**config.mk**
```make
export PLATFORM = sky130hd
export DESIGN_NAME = scanline_counter_event_timer_core
export DESIGN_NICKNAME = d
export VERILOG_FILES = /design/src/design/slcet_pkg.sv /design/src/design/scanline_counter_event_timer_core.sv
export SDC_FILE = /design/constraint.sdc
export NUM_CORES = 1
export LEC_CHECK = 0
export BUFFER_PORTS_ARGS = -buffer_cell sky130_fd_sc_hd__buf_2
export CORE_UTILIZATION = 46
export DETAILED_ROUTE_END_ITERATION = 8
export HOLD_SLACK_MARGIN = 0.03
export PLACE_DENSITY = 0.72
export SLEW_MARGIN = 20
export SYNTH_ARGS = -nofsm -noshare
export SYNTH_HDL_FRONTEND = slang
export SYNTH_SLANG_ARGS = --single-unit
export TNS_END_PERCENT = 5
```
**constraint.sdc**
```tcl
create_clock -name clk -period 10.6 [get_ports clk]
set_clock_uncertainty 0.2 [all_clocks]
set_input_delay 1.59 -clock clk [delete_from_list [all_inputs] [get_ports clk]]
set_output_delay 1.59 -clock clk [all_outputs]
set_load 0.05 [all_outputs]
```
**src/design/slcet_pkg.sv**
```systemverilog
`default_nettype none

package slcet_pkg;

  // Frame geometry.
  localparam int LINES_PER_FRAME = 154;
  localparam int CYCLES_PER_LINE = 456;
  localparam int FRAME_CYCLES    = LINES_PER_FRAME * CYCLES_PER_LINE;

  // Field widths.
  localparam int TIME_W     = 32;
  localparam int LINE_NUM_W = 8;
  localparam int VC_W       = 17;
  localparam int LC_W       = 9;
  localparam int FC_W       = 17;

  // Widths of derived lengths; each gains one bit when doubled.
  localparam int CPL_W   = $clog2(CYCLES_PER_LINE + 1);
  localparam int LLEN_W  = CPL_W + 1;
  localparam int FRAME_W = $clog2(FRAME_CYCLES + 1);
  localparam int FLEN_W  = FRAME_W + 1;
  localparam int OFFS_W  = ((FRAME_W > FC_W) ? FRAME_W : FC_W) + 2;

  // Reciprocal of the line length, scaled by 2^32 and rounded up. For offsets
  // below 2^17 the scaled product gives the exact quotient.
  localparam int                RECIP_SH   = 32;
  localparam longint unsigned   LINE_RECIP =
    ((64'd1 << RECIP_SH) + CYCLES_PER_LINE - 1) / CYCLES_PER_LINE;
  localparam int                RECIP_W    = $clog2(LINE_RECIP + 1);

  // Item kinds.
  typedef enum logic [1:0] {
    FUNC_ADVANCE     = 2'd0,
    FUNC_RESET       = 2'd1,
    FUNC_LINE_QUERY  = 2'd2,
    FUNC_FRAME_QUERY = 2'd3
  } func_t;

endpackage

`default_nettype wire

```
**src/design/scanline_counter_event_timer_core.sv**
```systemverilog
`default_nettype none

// Channel | Direction | Handshake          | Payload
// in      | input     | in_valid/in_ready   | func, video_cycles, last_update,
//         |           |                     | line_cycle, frame_cycle, now_cycle
// out     | output    | out_valid/out_ready | line_number, line_end_time,
//         |           |                     | predicted_cycle
// cfg     | input     | cfg_we (no wait)    | cfg_wdata = double_speed
//
// One beat is accepted per cycle while the output is not stalled. The reset
// offset is divided by the line length on its way into the input register, and
// the state update and result are formed from that register into the result register.
// rst_n is synchronous and active low; it clears the line count, sets the line
// end time to one line length and clears double speed.
// A stalled output holds its result; the input register keeps taking beats
// until both stages are full.

module scanline_counter_event_timer_core (
  input  wire logic                           clk,
  input  wire logic                           rst_n,
  // Input channel
  input  wire logic                           in_valid,
  output      logic                           in_ready,
  input  wire logic [1:0]                     in_func,
  input  wire logic [slcet_pkg::VC_W-1:0]     in_video_cycles,
  input  wire logic [slcet_pkg::TIME_W-1:0]   in_last_update,
  input  wire logic [slcet_pkg::LC_W-1:0]     in_line_cycle,
  input  wire logic [slcet_pkg::FC_W-1:0]     in_frame_cycle,
  input  wire logic [slcet_pkg::TIME_W-1:0]   in_now_cycle,
  // Result channel
  output      logic                           out_valid,
  input  wire logic                           out_ready,
  output      logic [slcet_pkg::LINE_NUM_W-1:0] out_line_number,
  output      logic [slcet_pkg::TIME_W-1:0]   out_line_end_time,
  output      logic [slcet_pkg::TIME_W-1:0]   out_predicted_cycle,
  // Configuration
  input  wire logic                           cfg_we,
  input  wire logic                           cfg_wdata
);

  // Input stage registers.
  logic                                 s1_valid_r;
  slcet_pkg::func_t                     s1_func_r;
  logic [slcet_pkg::VC_W-1:0]           s1_v_r;
  logic [slcet_pkg::LINE_NUM_W-1:0]     s1_quot_r;
  logic [slcet_pkg::TIME_W-1:0]         s1_last_r;
  logic [slcet_pkg::LC_W-1:0]           s1_lc_r;
  logic [slcet_pkg::FC_W-1:0]           s1_fc_r;
  logic [slcet_pkg::TIME_W-1:0]         s1_now_r;

  // Result registers.
  logic                                 out_valid_r;
  logic [slcet_pkg::LINE_NUM_W-1:0]     out_line_number_r;
  logic [slcet_pkg::TIME_W-1:0]         out_line_end_time_r;
  logic [slcet_pkg::TIME_W-1:0]         out_predicted_cycle_r;

  // Block state.
  logic                                 ds_r;
  logic [slcet_pkg::LINE_NUM_W-1:0]     line_cnt_r, line_cnt_nxt;
  logic [slcet_pkg::TIME_W-1:0]         line_end_r, line_end_nxt;
  logic [slcet_pkg::TIME_W-1:0]         pred_nxt;

  // Handshake.
  logic out_adv;
  logic s1_move;
  logic in_take;

  assign out_adv  = !out_valid_r || out_ready;
  assign s1_move  = s1_valid_r && out_adv;
  assign in_ready = !s1_valid_r || out_adv;
  assign in_take  = in_valid && in_ready;

  // Reset offset: fold into one frame, then divide by the line length with a
  // scaled reciprocal. A single subtract suffices since 2^17 < 2 frames.
  logic [slcet_pkg::VC_W-1:0]                     vc_fold;
  logic [slcet_pkg::VC_W+slcet_pkg::RECIP_W-1:0]  quot_prod;

  always_comb begin
    if (in_video_cycles >= slcet_pkg::VC_W'(slcet_pkg::FRAME_CYCLES)) begin
      vc_fold = in_video_cycles - slcet_pkg::VC_W'(slcet_pkg::FRAME_CYCLES);
    end else begin
      vc_fold = in_video_cycles;
    end
    quot_prod = (slcet_pkg::VC_W+slcet_pkg::RECIP_W)'(vc_fold)
              * (slcet_pkg::VC_W+slcet_pkg::RECIP_W)'(slcet_pkg::LINE_RECIP);
  end

  // Lengths at the current speed.
  logic [slcet_pkg::LLEN_W-1:0] line_len;
  logic [slcet_pkg::FLEN_W-1:0] frame_len;

  assign line_len  = ds_r ? {slcet_pkg::CPL_W'(slcet_pkg::CYCLES_PER_LINE), 1'b0}
                          : {1'b0, slcet_pkg::CPL_W'(slcet_pkg::CYCLES_PER_LINE)};
  assign frame_len = ds_r ? {slcet_pkg::FRAME_W'(slcet_pkg::FRAME_CYCLES), 1'b0}
                          : {1'b0, slcet_pkg::FRAME_W'(slcet_pkg::FRAME_CYCLES)};

  // Item processing on the registered beat.
  logic [slcet_pkg::LINE_NUM_W:0]       cnt_inc;
  logic [slcet_pkg::CPL_W-1:0]          rem;
  logic [slcet_pkg::CPL_W-1:0]          to_end;
  logic [slcet_pkg::LLEN_W-1:0]         to_end_sc;
  logic [slcet_pkg::LC_W:0]             lc_sc;
  logic [slcet_pkg::LINE_NUM_W-1:0]     ln_sat;
  logic [slcet_pkg::LINE_NUM_W-1:0]     lines_left;
  logic [slcet_pkg::FRAME_W-1:0]        rest;
  logic [slcet_pkg::OFFS_W-2:0]         frame_off;
  logic [slcet_pkg::OFFS_W-1:0]         frame_off_sc;
  logic [slcet_pkg::TIME_W-1:0]         t_line, t_frame;
  logic [slcet_pkg::TIME_W-1:0]         d_line, d_frame;

  always_comb begin
    // Advance.
    cnt_inc = {1'b0, line_cnt_r} + (slcet_pkg::LINE_NUM_W+1)'(1);

    // Reset: remainder of the offset within its line.
    rem       = slcet_pkg::CPL_W'(s1_v_r - slcet_pkg::VC_W'(
                  32'(s1_quot_r) * slcet_pkg::CYCLES_PER_LINE));
    to_end    = slcet_pkg::CPL_W'(slcet_pkg::CYCLES_PER_LINE) - rem;
    to_end_sc = ds_r ? {to_end, 1'b0} : {1'b0, to_end};

    // Line query.
    lc_sc  = ds_r ? {s1_lc_r, 1'b0} : {1'b0, s1_lc_r};
    t_line = line_end_r + slcet_pkg::TIME_W'(lc_sc);
    d_line = t_line - s1_now_r;

    // Frame query; an out-of-range count counts as the last line.
    if (line_cnt_r >= slcet_pkg::LINE_NUM_W'(slcet_pkg::LINES_PER_FRAME)) begin
      ln_sat = slcet_pkg::LINE_NUM_W'(slcet_pkg::LINES_PER_FRAME - 1);
    end else begin
      ln_sat = line_cnt_r;
    end
    lines_left   = slcet_pkg::LINE_NUM_W'(slcet_pkg::LINES_PER_FRAME - 1) - ln_sat;
    rest         = slcet_pkg::FRAME_W'(32'(lines_left) * slcet_pkg::CYCLES_PER_LINE);
    frame_off    = (slcet_pkg::OFFS_W-1)'(rest) + (slcet_pkg::OFFS_W-1)'(s1_fc_r);
    frame_off_sc = ds_r ? {frame_off, 1'b0} : {1'b0, frame_off};
    t_frame      = line_end_r + slcet_pkg::TIME_W'(frame_off_sc);
    d_frame      = t_frame - s1_now_r;

    line_cnt_nxt = line_cnt_r;
    line_end_nxt = line_end_r;
    pred_nxt     = '0;

    case (s1_func_r)
      slcet_pkg::FUNC_ADVANCE: begin
        if (cnt_inc >= (slcet_pkg::LINE_NUM_W+1)'(slcet_pkg::LINES_PER_FRAME)) begin
          line_cnt_nxt = '0;
        end else begin
          line_cnt_nxt = cnt_inc[slcet_pkg::LINE_NUM_W-1:0];
        end
        line_end_nxt = line_end_r + slcet_pkg::TIME_W'(line_len);
      end
      slcet_pkg::FUNC_RESET: begin
        line_cnt_nxt = s1_quot_r;
        line_end_nxt = s1_last_r + slcet_pkg::TIME_W'(to_end_sc);
      end
      slcet_pkg::FUNC_LINE_QUERY: begin
        if (d_line > slcet_pkg::TIME_W'(line_len)) begin
          pred_nxt = t_line - slcet_pkg::TIME_W'(line_len);
        end else begin
          pred_nxt = t_line;
        end
      end
      slcet_pkg::FUNC_FRAME_QUERY: begin
        if (d_frame > slcet_pkg::TIME_W'(frame_len)) begin
          pred_nxt = t_frame - slcet_pkg::TIME_W'(frame_len);
        end else begin
          pred_nxt = t_frame;
        end
      end
      default: begin
        pred_nxt = '0;
      end
    endcase
  end

  // Control and state registers.
  always_ff @(posedge clk) begin
    if (!rst_n) begin
      s1_valid_r  <= 1'b0;
      out_valid_r <= 1'b0;
      ds_r        <= 1'b0;
      line_cnt_r  <= '0;
      line_end_r  <= slcet_pkg::TIME_W'(slcet_pkg::CYCLES_PER_LINE);
    end else begin
      if (cfg_we) begin
        ds_r <= cfg_wdata;
      end
      if (in_ready) begin
        s1_valid_r <= in_valid;
      end
      if (out_adv) begin
        out_valid_r <= s1_valid_r;
      end
      if (s1_move) begin
        line_cnt_r <= line_cnt_nxt;
        line_end_r <= line_end_nxt;
      end
    end
  end

  // Payload registers.
  always_ff @(posedge clk) begin
    if (in_take) begin
      s1_func_r <= slcet_pkg::func_t'(in_func);
      s1_v_r    <= vc_fold;
      s1_quot_r <= quot_prod[slcet_pkg::RECIP_SH +: slcet_pkg::LINE_NUM_W];
      s1_last_r <= in_last_update;
      s1_lc_r   <= in_line_cycle;
      s1_fc_r   <= in_frame_cycle;
      s1_now_r  <= in_now_cycle;
    end
    if (s1_move) begin
      out_line_number_r     <= line_cnt_nxt;
      out_line_end_time_r   <= line_end_nxt;
      out_predicted_cycle_r <= pred_nxt;
    end
  end

  assign out_valid           = out_valid_r;
  assign out_line_number     = out_line_number_r;
  assign out_line_end_time   = out_line_end_time_r;
  assign out_predicted_cycle = out_predicted_cycle_r;

  // The line count never leaves the frame.
  assert property (@(posedge clk) disable iff (!rst_n)
    line_cnt_r < slcet_pkg::LINE_NUM_W'(slcet_pkg::LINES_PER_FRAME))
    else $error("line count out of range");

  // A waiting result always shows the current state.
  assert property (@(posedge clk) disable iff (!rst_n)
    out_valid_r |-> (out_line_number_r == line_cnt_r) && (out_line_end_time_r == line_end_r))
    else $error("result does not match state");

  // Advance and reset beats carry no prediction.
  assert property (@(posedge clk) disable iff (!rst_n)
    (s1_move && (s1_func_r == slcet_pkg::FUNC_ADVANCE || s1_func_r == slcet_pkg::FUNC_RESET))
    |=> out_predicted_cycle_r == '0)
    else $error("nonzero prediction on update beat");

  // The input side stalls only when both stages hold a beat.
  assert property (@(posedge clk) disable iff (!rst_n)
    !in_ready |-> (s1_valid_r && out_valid_r))
    else $error("input stalled with free stage");

endmodule

`default_nettype wire
```
Yosys cells after proc, flatten, opt, wreduce, memory -nomap -nowiden. Cells that the tools add are included.

Mux-type cells: 13. Reduce and logical (&&, ||, !) cells: 7. $mul: 3. Add/sub/neg operators: 14. Equal/unequal tests: 3. Order comparisons: 5.

Operators with widths (number): one-hot mux 32 bit (2 select lines) (2); adder 32 x 10 -> 32 bit (3); 2-to-1 mux 32 bit (2); subtractor 32 bit (2); multiplier 17 x 22 -> 38 bit (second input constant) (1); adder 32 x 19 -> 32 bit (1); greater-than comparator 32 x 10 -> 1 bit (1); greater-than comparator 32 x 18 -> 1 bit (1); subtractor 32 x 10 -> 32 bit (1); subtractor 32 x 18 -> 32 bit (1); 2-to-1 mux 10 bit (3); 2-to-1 mux 19 bit (1); adder 17 x 17 -> 18 bit (1); 2-to-1 mux 18 bit (1); >= comparator 17 bit (second input constant) (1); 2-to-1 mux 17 bit (1); subtractor 17 bit (second input constant) (1); 2-to-1 mux 8 bit (2); one-hot mux 8 bit (2 select lines) (1); multiplier 8 x 6 -> 14 bit (second input constant) (1); adder 8 x 1 -> 9 bit (second input constant) (1); >= comparator 9 x 8 -> 1 bit (second input constant) (1); subtractor 9 bit (1); subtractor 9 bit (first input constant) (1); 9 further kinds (13).

Output and inout port bits: 74. Input port bits: 115. Flip-flop bits (word level): 224. Word-level logic and storage cells: 60.

Depth between registers and ports, before layout.
Word-level depth: 11. Depth in mapped cells: 52.

Worst setup path after synthesis. Ideal clock, no wire load.

Path type: register to register. Start: register line_cnt_r[0] (netlist bit). End: register out_predicted_cycle_r, in the netlist out_predicted_cycle[18] (data pin). Required time: 10.193 ns. Slack: -0.371 ns. Buffers on the path: 2. Setup time: 0.207 ns. Arrival time: 10.564 ns. Cell stages (with the launch flop): 48. Cell sequence: dfxtp_1 > inv_1 > ha_1 > o311a_1 > o31a_1 > clkbuf_1 > nor2_1 > ha_1 > inv_1 > xnor2_1 > ha_1 > xor2_1 > ha_1 > ha_1 > inv_1 > fa_1 > inv_1 > ha_1 > [12 not listed] > nor2_1 > xor2_1 > ha_1 > buf_2 > a21o_1 > or2_1 > nor3_1 > a21oi_1 > xor2_1 > ha_1 > nand2_1 > or4_1 > or4_1 > a211o_1 > a2111oi_4 > nor2_1 > xnor2_1 > a2111oi_0.

Word-level cells in the longest chain between the ends: 11. Elaborated cells between the ends (all ways): 12. Those cells by class: add/sub (5); mul (1); order compare (2); mux (4).

Ends and longest elaborated chain: from (decl) (RTL line scanline_counter_event_timer_core.sv:59) `logic [slcet_pkg::LINE_NUM_W-1:0] line_cnt_r, line_cnt_nxt;`; from (signal assigned) (RTL line scanline_counter_event_timer_core.sv:195) `line_cnt_r <= line_cnt_nxt;`; >= comparator 8 bit (RTL line scanline_counter_event_timer_core.sv:127) `if (line_cnt_r >= slcet_pkg::LINE_NUM_W'(slcet_pkg::LINES_PER_FRAME)) begin`; 2-to-1 mux 8 bit * (RTL line scanline_counter_event_timer_core.sv:127); subtractor 8 bit * (RTL line scanline_counter_event_timer_core.sv:132) `lines_left = slcet_pkg::LINE_NUM_W'(slcet_pkg::LINES_PER_FRAME - 1) - ln_sat;`; multiplier 8 x 6 -> 14 bit * (RTL line scanline_counter_event_timer_core.sv:133) `rest = slcet_pkg::FRAME_W'(32'(lines_left) * slcet_pkg::CYCLES_PER_LINE);`; adder 17 x 17 -> 18 bit * (RTL line scanline_counter_event_timer_core.sv:134) `frame_off = (slcet_pkg::OFFS_W-1)'(rest) + (slcet_pkg::OFFS_W-1)'(s1_fc_r);`; 2-to-1 mux 19 bit * (RTL line scanline_counter_event_timer_core.sv:135) `frame_off_sc = ds_r ? {frame_off, 1'b0} : {1'b0, frame_off};`; adder 32 x 19 -> 32 bit * (RTL line scanline_counter_event_timer_core.sv:136) `t_frame = line_end_r + slcet_pkg::TIME_W'(frame_off_sc);`; subtractor 32 bit (RTL line scanline_counter_event_timer_core.sv:137) `d_frame = t_frame - s1_now_r;`; greater-than comparator 32 x 18 -> 1 bit (RTL line scanline_counter_event_timer_core.sv:164) `if (d_frame > slcet_pkg::TIME_W'(frame_len)) begin`; 2-to-1 mux 32 bit * (RTL line scanline_counter_event_timer_core.sv:164); one-hot mux 32 bit (2 select lines) * (RTL line scanline_counter_event_timer_core.sv:143) `case (s1_func_r)`; via pred_nxt, one bit (RTL line scanline_counter_event_timer_core.sv:61) `logic [slcet_pkg::TIME_W-1:0] pred_nxt;`; to (signal assigned) (RTL line scanline_counter_event_timer_core.sv:215) `out_predicted_cycle_r <= pred_nxt;`; to (decl) (RTL line scanline_counter_event_timer_core.sv:55) `logic [slcet_pkg::TIME_W-1:0] out_predicted_cycle_r;`.

The timed path passes the listed nets; every way through them passes the cells marked *. A chain may end at the register's enable or synchronous reset.

Worst setup path after layout.
Start: register line_cnt_r[0] (netlist bit). End: register out_predicted_cycle_r, in the netlist out_predicted_cycle[30] (data pin).

The elaborated chain is that of the path after synthesis.

==> reports/metrics.csv <==
metric,value,unit
worstRegToRegCells,49,
layout-drive-gt1-share,15.5,%
holdPathStages,1,
cp-start-kind,flop,
die-height,236,um
clkLatencyLatePin,0.60,ns
hpwlAfterDp,61000,um
drc,0,
slowest_stage,fa_1,
rrSetupSlack,-0.11,ns
grtUsageTotal,26.7,%
grt-ovfl-total,0,
fin_crit,10.71,ns
viasPerCell,5.82,
cts_sinks,224,
antenna_cells,0,
cp.arrival,10.81,ns
rr_startpoint,line_cnt_r[0],
placed_area,27500,um^2
path_class,flop to flop,
netlist_area,25200,um^2
cts_buffers,29,
cts_tree,built,
synth_cells,2792,
synth_common_cells,"341 x ha_1, 276 x inv_1, 230 x nand2_1",
antenna_found_initial,0,
clock_path_buffers,3,
routedWlPerCell,20.2,um
die_area,55700,um^2
htreeDepth,1,
syn_nets,3361,
num_vias,21900,
coreArea,53900,um^2
yosysMostFrequentCell,ha_1,
yosys-top-cells-area,"edfxtp_1 22%, ha_1 17%, fa_1 9.0%",
grt_pass1_wl,118000,um
n_fill_cell,4869,
maxCapViolations,0,
slew_viol_final,0,
dr.pass1.iters,5,
cts_root_buf,clkbuf_16,
hold_path_startpoint,s1_valid_r,
outcome,"complete, but fails checks",
setup_viol,26,
ys_ff_latch,224,
synth_top_area_share,21.6,%
fmax,93.4,MHz
drtIter0Drc,1750,
final_cell_area,28800,um^2
synth_cell_types,93,
worstMarginPinSlew,0.918,ns
wirelength,75900,um
seq_area_frac_synth,25.0,%
violations,setup timing,
io_pins,189,
worstPathRequired,10.70,ns
synth.avg_cell_area,9.02,um^2
syn2layout_area_growth,14.4,%
row_count,85,
relSlewSlack,38.8,%
period_share,101,%
path_max_fanout,8,
path_clk_slew,0.06,ns
cp_common_cell,ha_1,
max_stage_delay,0.47,ns
critPathCaptureType,flop,
io_buffers,188,
grt_start_max_net_pins,71,
r2r-end,out_predicted_cycle[30],
synth_edf_count,181,
synth_warnings,0,
synth_top_cell_by_area,edfxtp_1,
setup_ws,-0.109,ns
start_util,46.7,%
rsz0062_at_grt,true,
synth_top_flop_cell,edfxtp_1,
grt_pass1_vias,21800,
final_antenna_net_count,0,
hold_path.class,flop to flop,
place.gp.congestion,0.961,
async_reset_ff_share,0,%
hold_end,out_valid,
final-hold-violation-count,0,
fin_nets,3610,
die_x,236,um
## final cells by class
class / instances / area (um^2) / area share (%)
multi-input cells: 2198 / 17700 / 61.5
flip-flops and latches: 224 / 6300 / 21.9
repair buffers: 309 / 1920 / 6.66
inverters: 279 / 1050 / 3.64
well taps: 696 / 871 / 3.02
clock buffers: 33 / 741 / 2.57
clock inverters: 21 / 205 / 0.712
## metrics by stage
step                utilization, %  cells  setup slack [ns]  hold WS (ns)  TNS, ns
floorplan                        -   2792            0.0114         0.278        0
global placement              50.9   3690             0.125         0.294        0
detailed placement            50.9   3690            -0.178         0.342    -2.05
CTS                           52.8   3748           -0.0971         0.356   -0.724
global route                  53.5   3760            -0.568         0.381   -14.50
finish                        53.5   3760            -0.109         0.349    -1.31
## placed cells by master, fill, tap and decap left out, drive strengths merged, types with 43 or more instances in the layout
cell and count:
o21ai 141, edfxtp 181, xnor2 162, ha 341, inv 282, nor3 63
nand3 68, buf 308, a21oi 169, xor2 84, nand2 230, dfxtp 43
nor2 174, a21o 58, fa 113
## kinds of logic after synthesis
logic type | count (synthesis) | share of synthesized area, %
flip-flops | 224 | 25.0
AO/OA/AOI/OAI | 665 | 17.5
multiplexers | 48 | 2.02
adder cells (fa/ha/maj) | 454 | 25.9
AND/OR/NAND/NOR | 785 | 15.4
buffers and inverters | 370 | 5.67
XOR/XNOR | 246 | 8.55
## sequential cells by signal, indices dropped and copies added (netlist names), 2 cells and up
| signal | cells |
|---|---|
| line_end_r | 32 |
| s1_last_r | 32 |
| line_cnt_r | 8 |
| s1_quot_r | 8 |
| out_predicted_cycle | 32 |
| out_line_end_time | 32 |
| s1_fc_r | 17 |
| s1_func_r | 2 |
| s1_v_r | 9 |
| s1_lc_r | 9 |
| s1_now_r | 32 |
| out_line_number | 8 |
## layer usage
metal | part of all wire, % | GRT usage [%] | up-vias
li1 | - | - | 10500
met1 | 44 | 34.9 | 10500
met2 | 48 | 45.7 | 693
met3 | 4.9 | 2.90 | 138
met4 | 3.7 | 9.39 | 0
met5 | 0 | 0 | -
## worst max-delay path: cells and delay by family, from the launching register on
kind                       cells  cell delay (ns)
adders and majority gates     10             2.78
AOI/OAI and AO/OA             11             2.73
and+or+nand+nor                9             2.07
buffers and inverters         12             1.29
xor gates and xnor gates       6             0.92
DFF                            1             0.32
muxes                          1             0.12
## worst max-delay path by stage
stage                        from                       to  slack [ns]  depth (start not counted)
floorplan           line_cnt_r[0]  out_predicted_cycle[18]        0.01                         47
global placement    line_cnt_r[0]   out_predicted_cycle[4]        0.13                         46
detailed placement  line_cnt_r[0]   out_predicted_cycle[4]       -0.18                         47
CTS                 line_cnt_r[0]  out_predicted_cycle[30]        -0.1                         48
global route        line_cnt_r[0]  out_predicted_cycle[30]       -0.57                         47
finish              line_cnt_r[0]  out_predicted_cycle[30]       -0.11                         49
## what timing repair did
action,4_1_cts,5_1_grt
buffers inserted,3,11
pin swaps,5,40
gates cloned,1,1
gates resized for setup,7,50
hold buffers,0,0
setup endpoints to repair,28,28
Power is not shown: default switching activity piles up to over one toggle a cycle in this logic, so the estimate is an artifact.
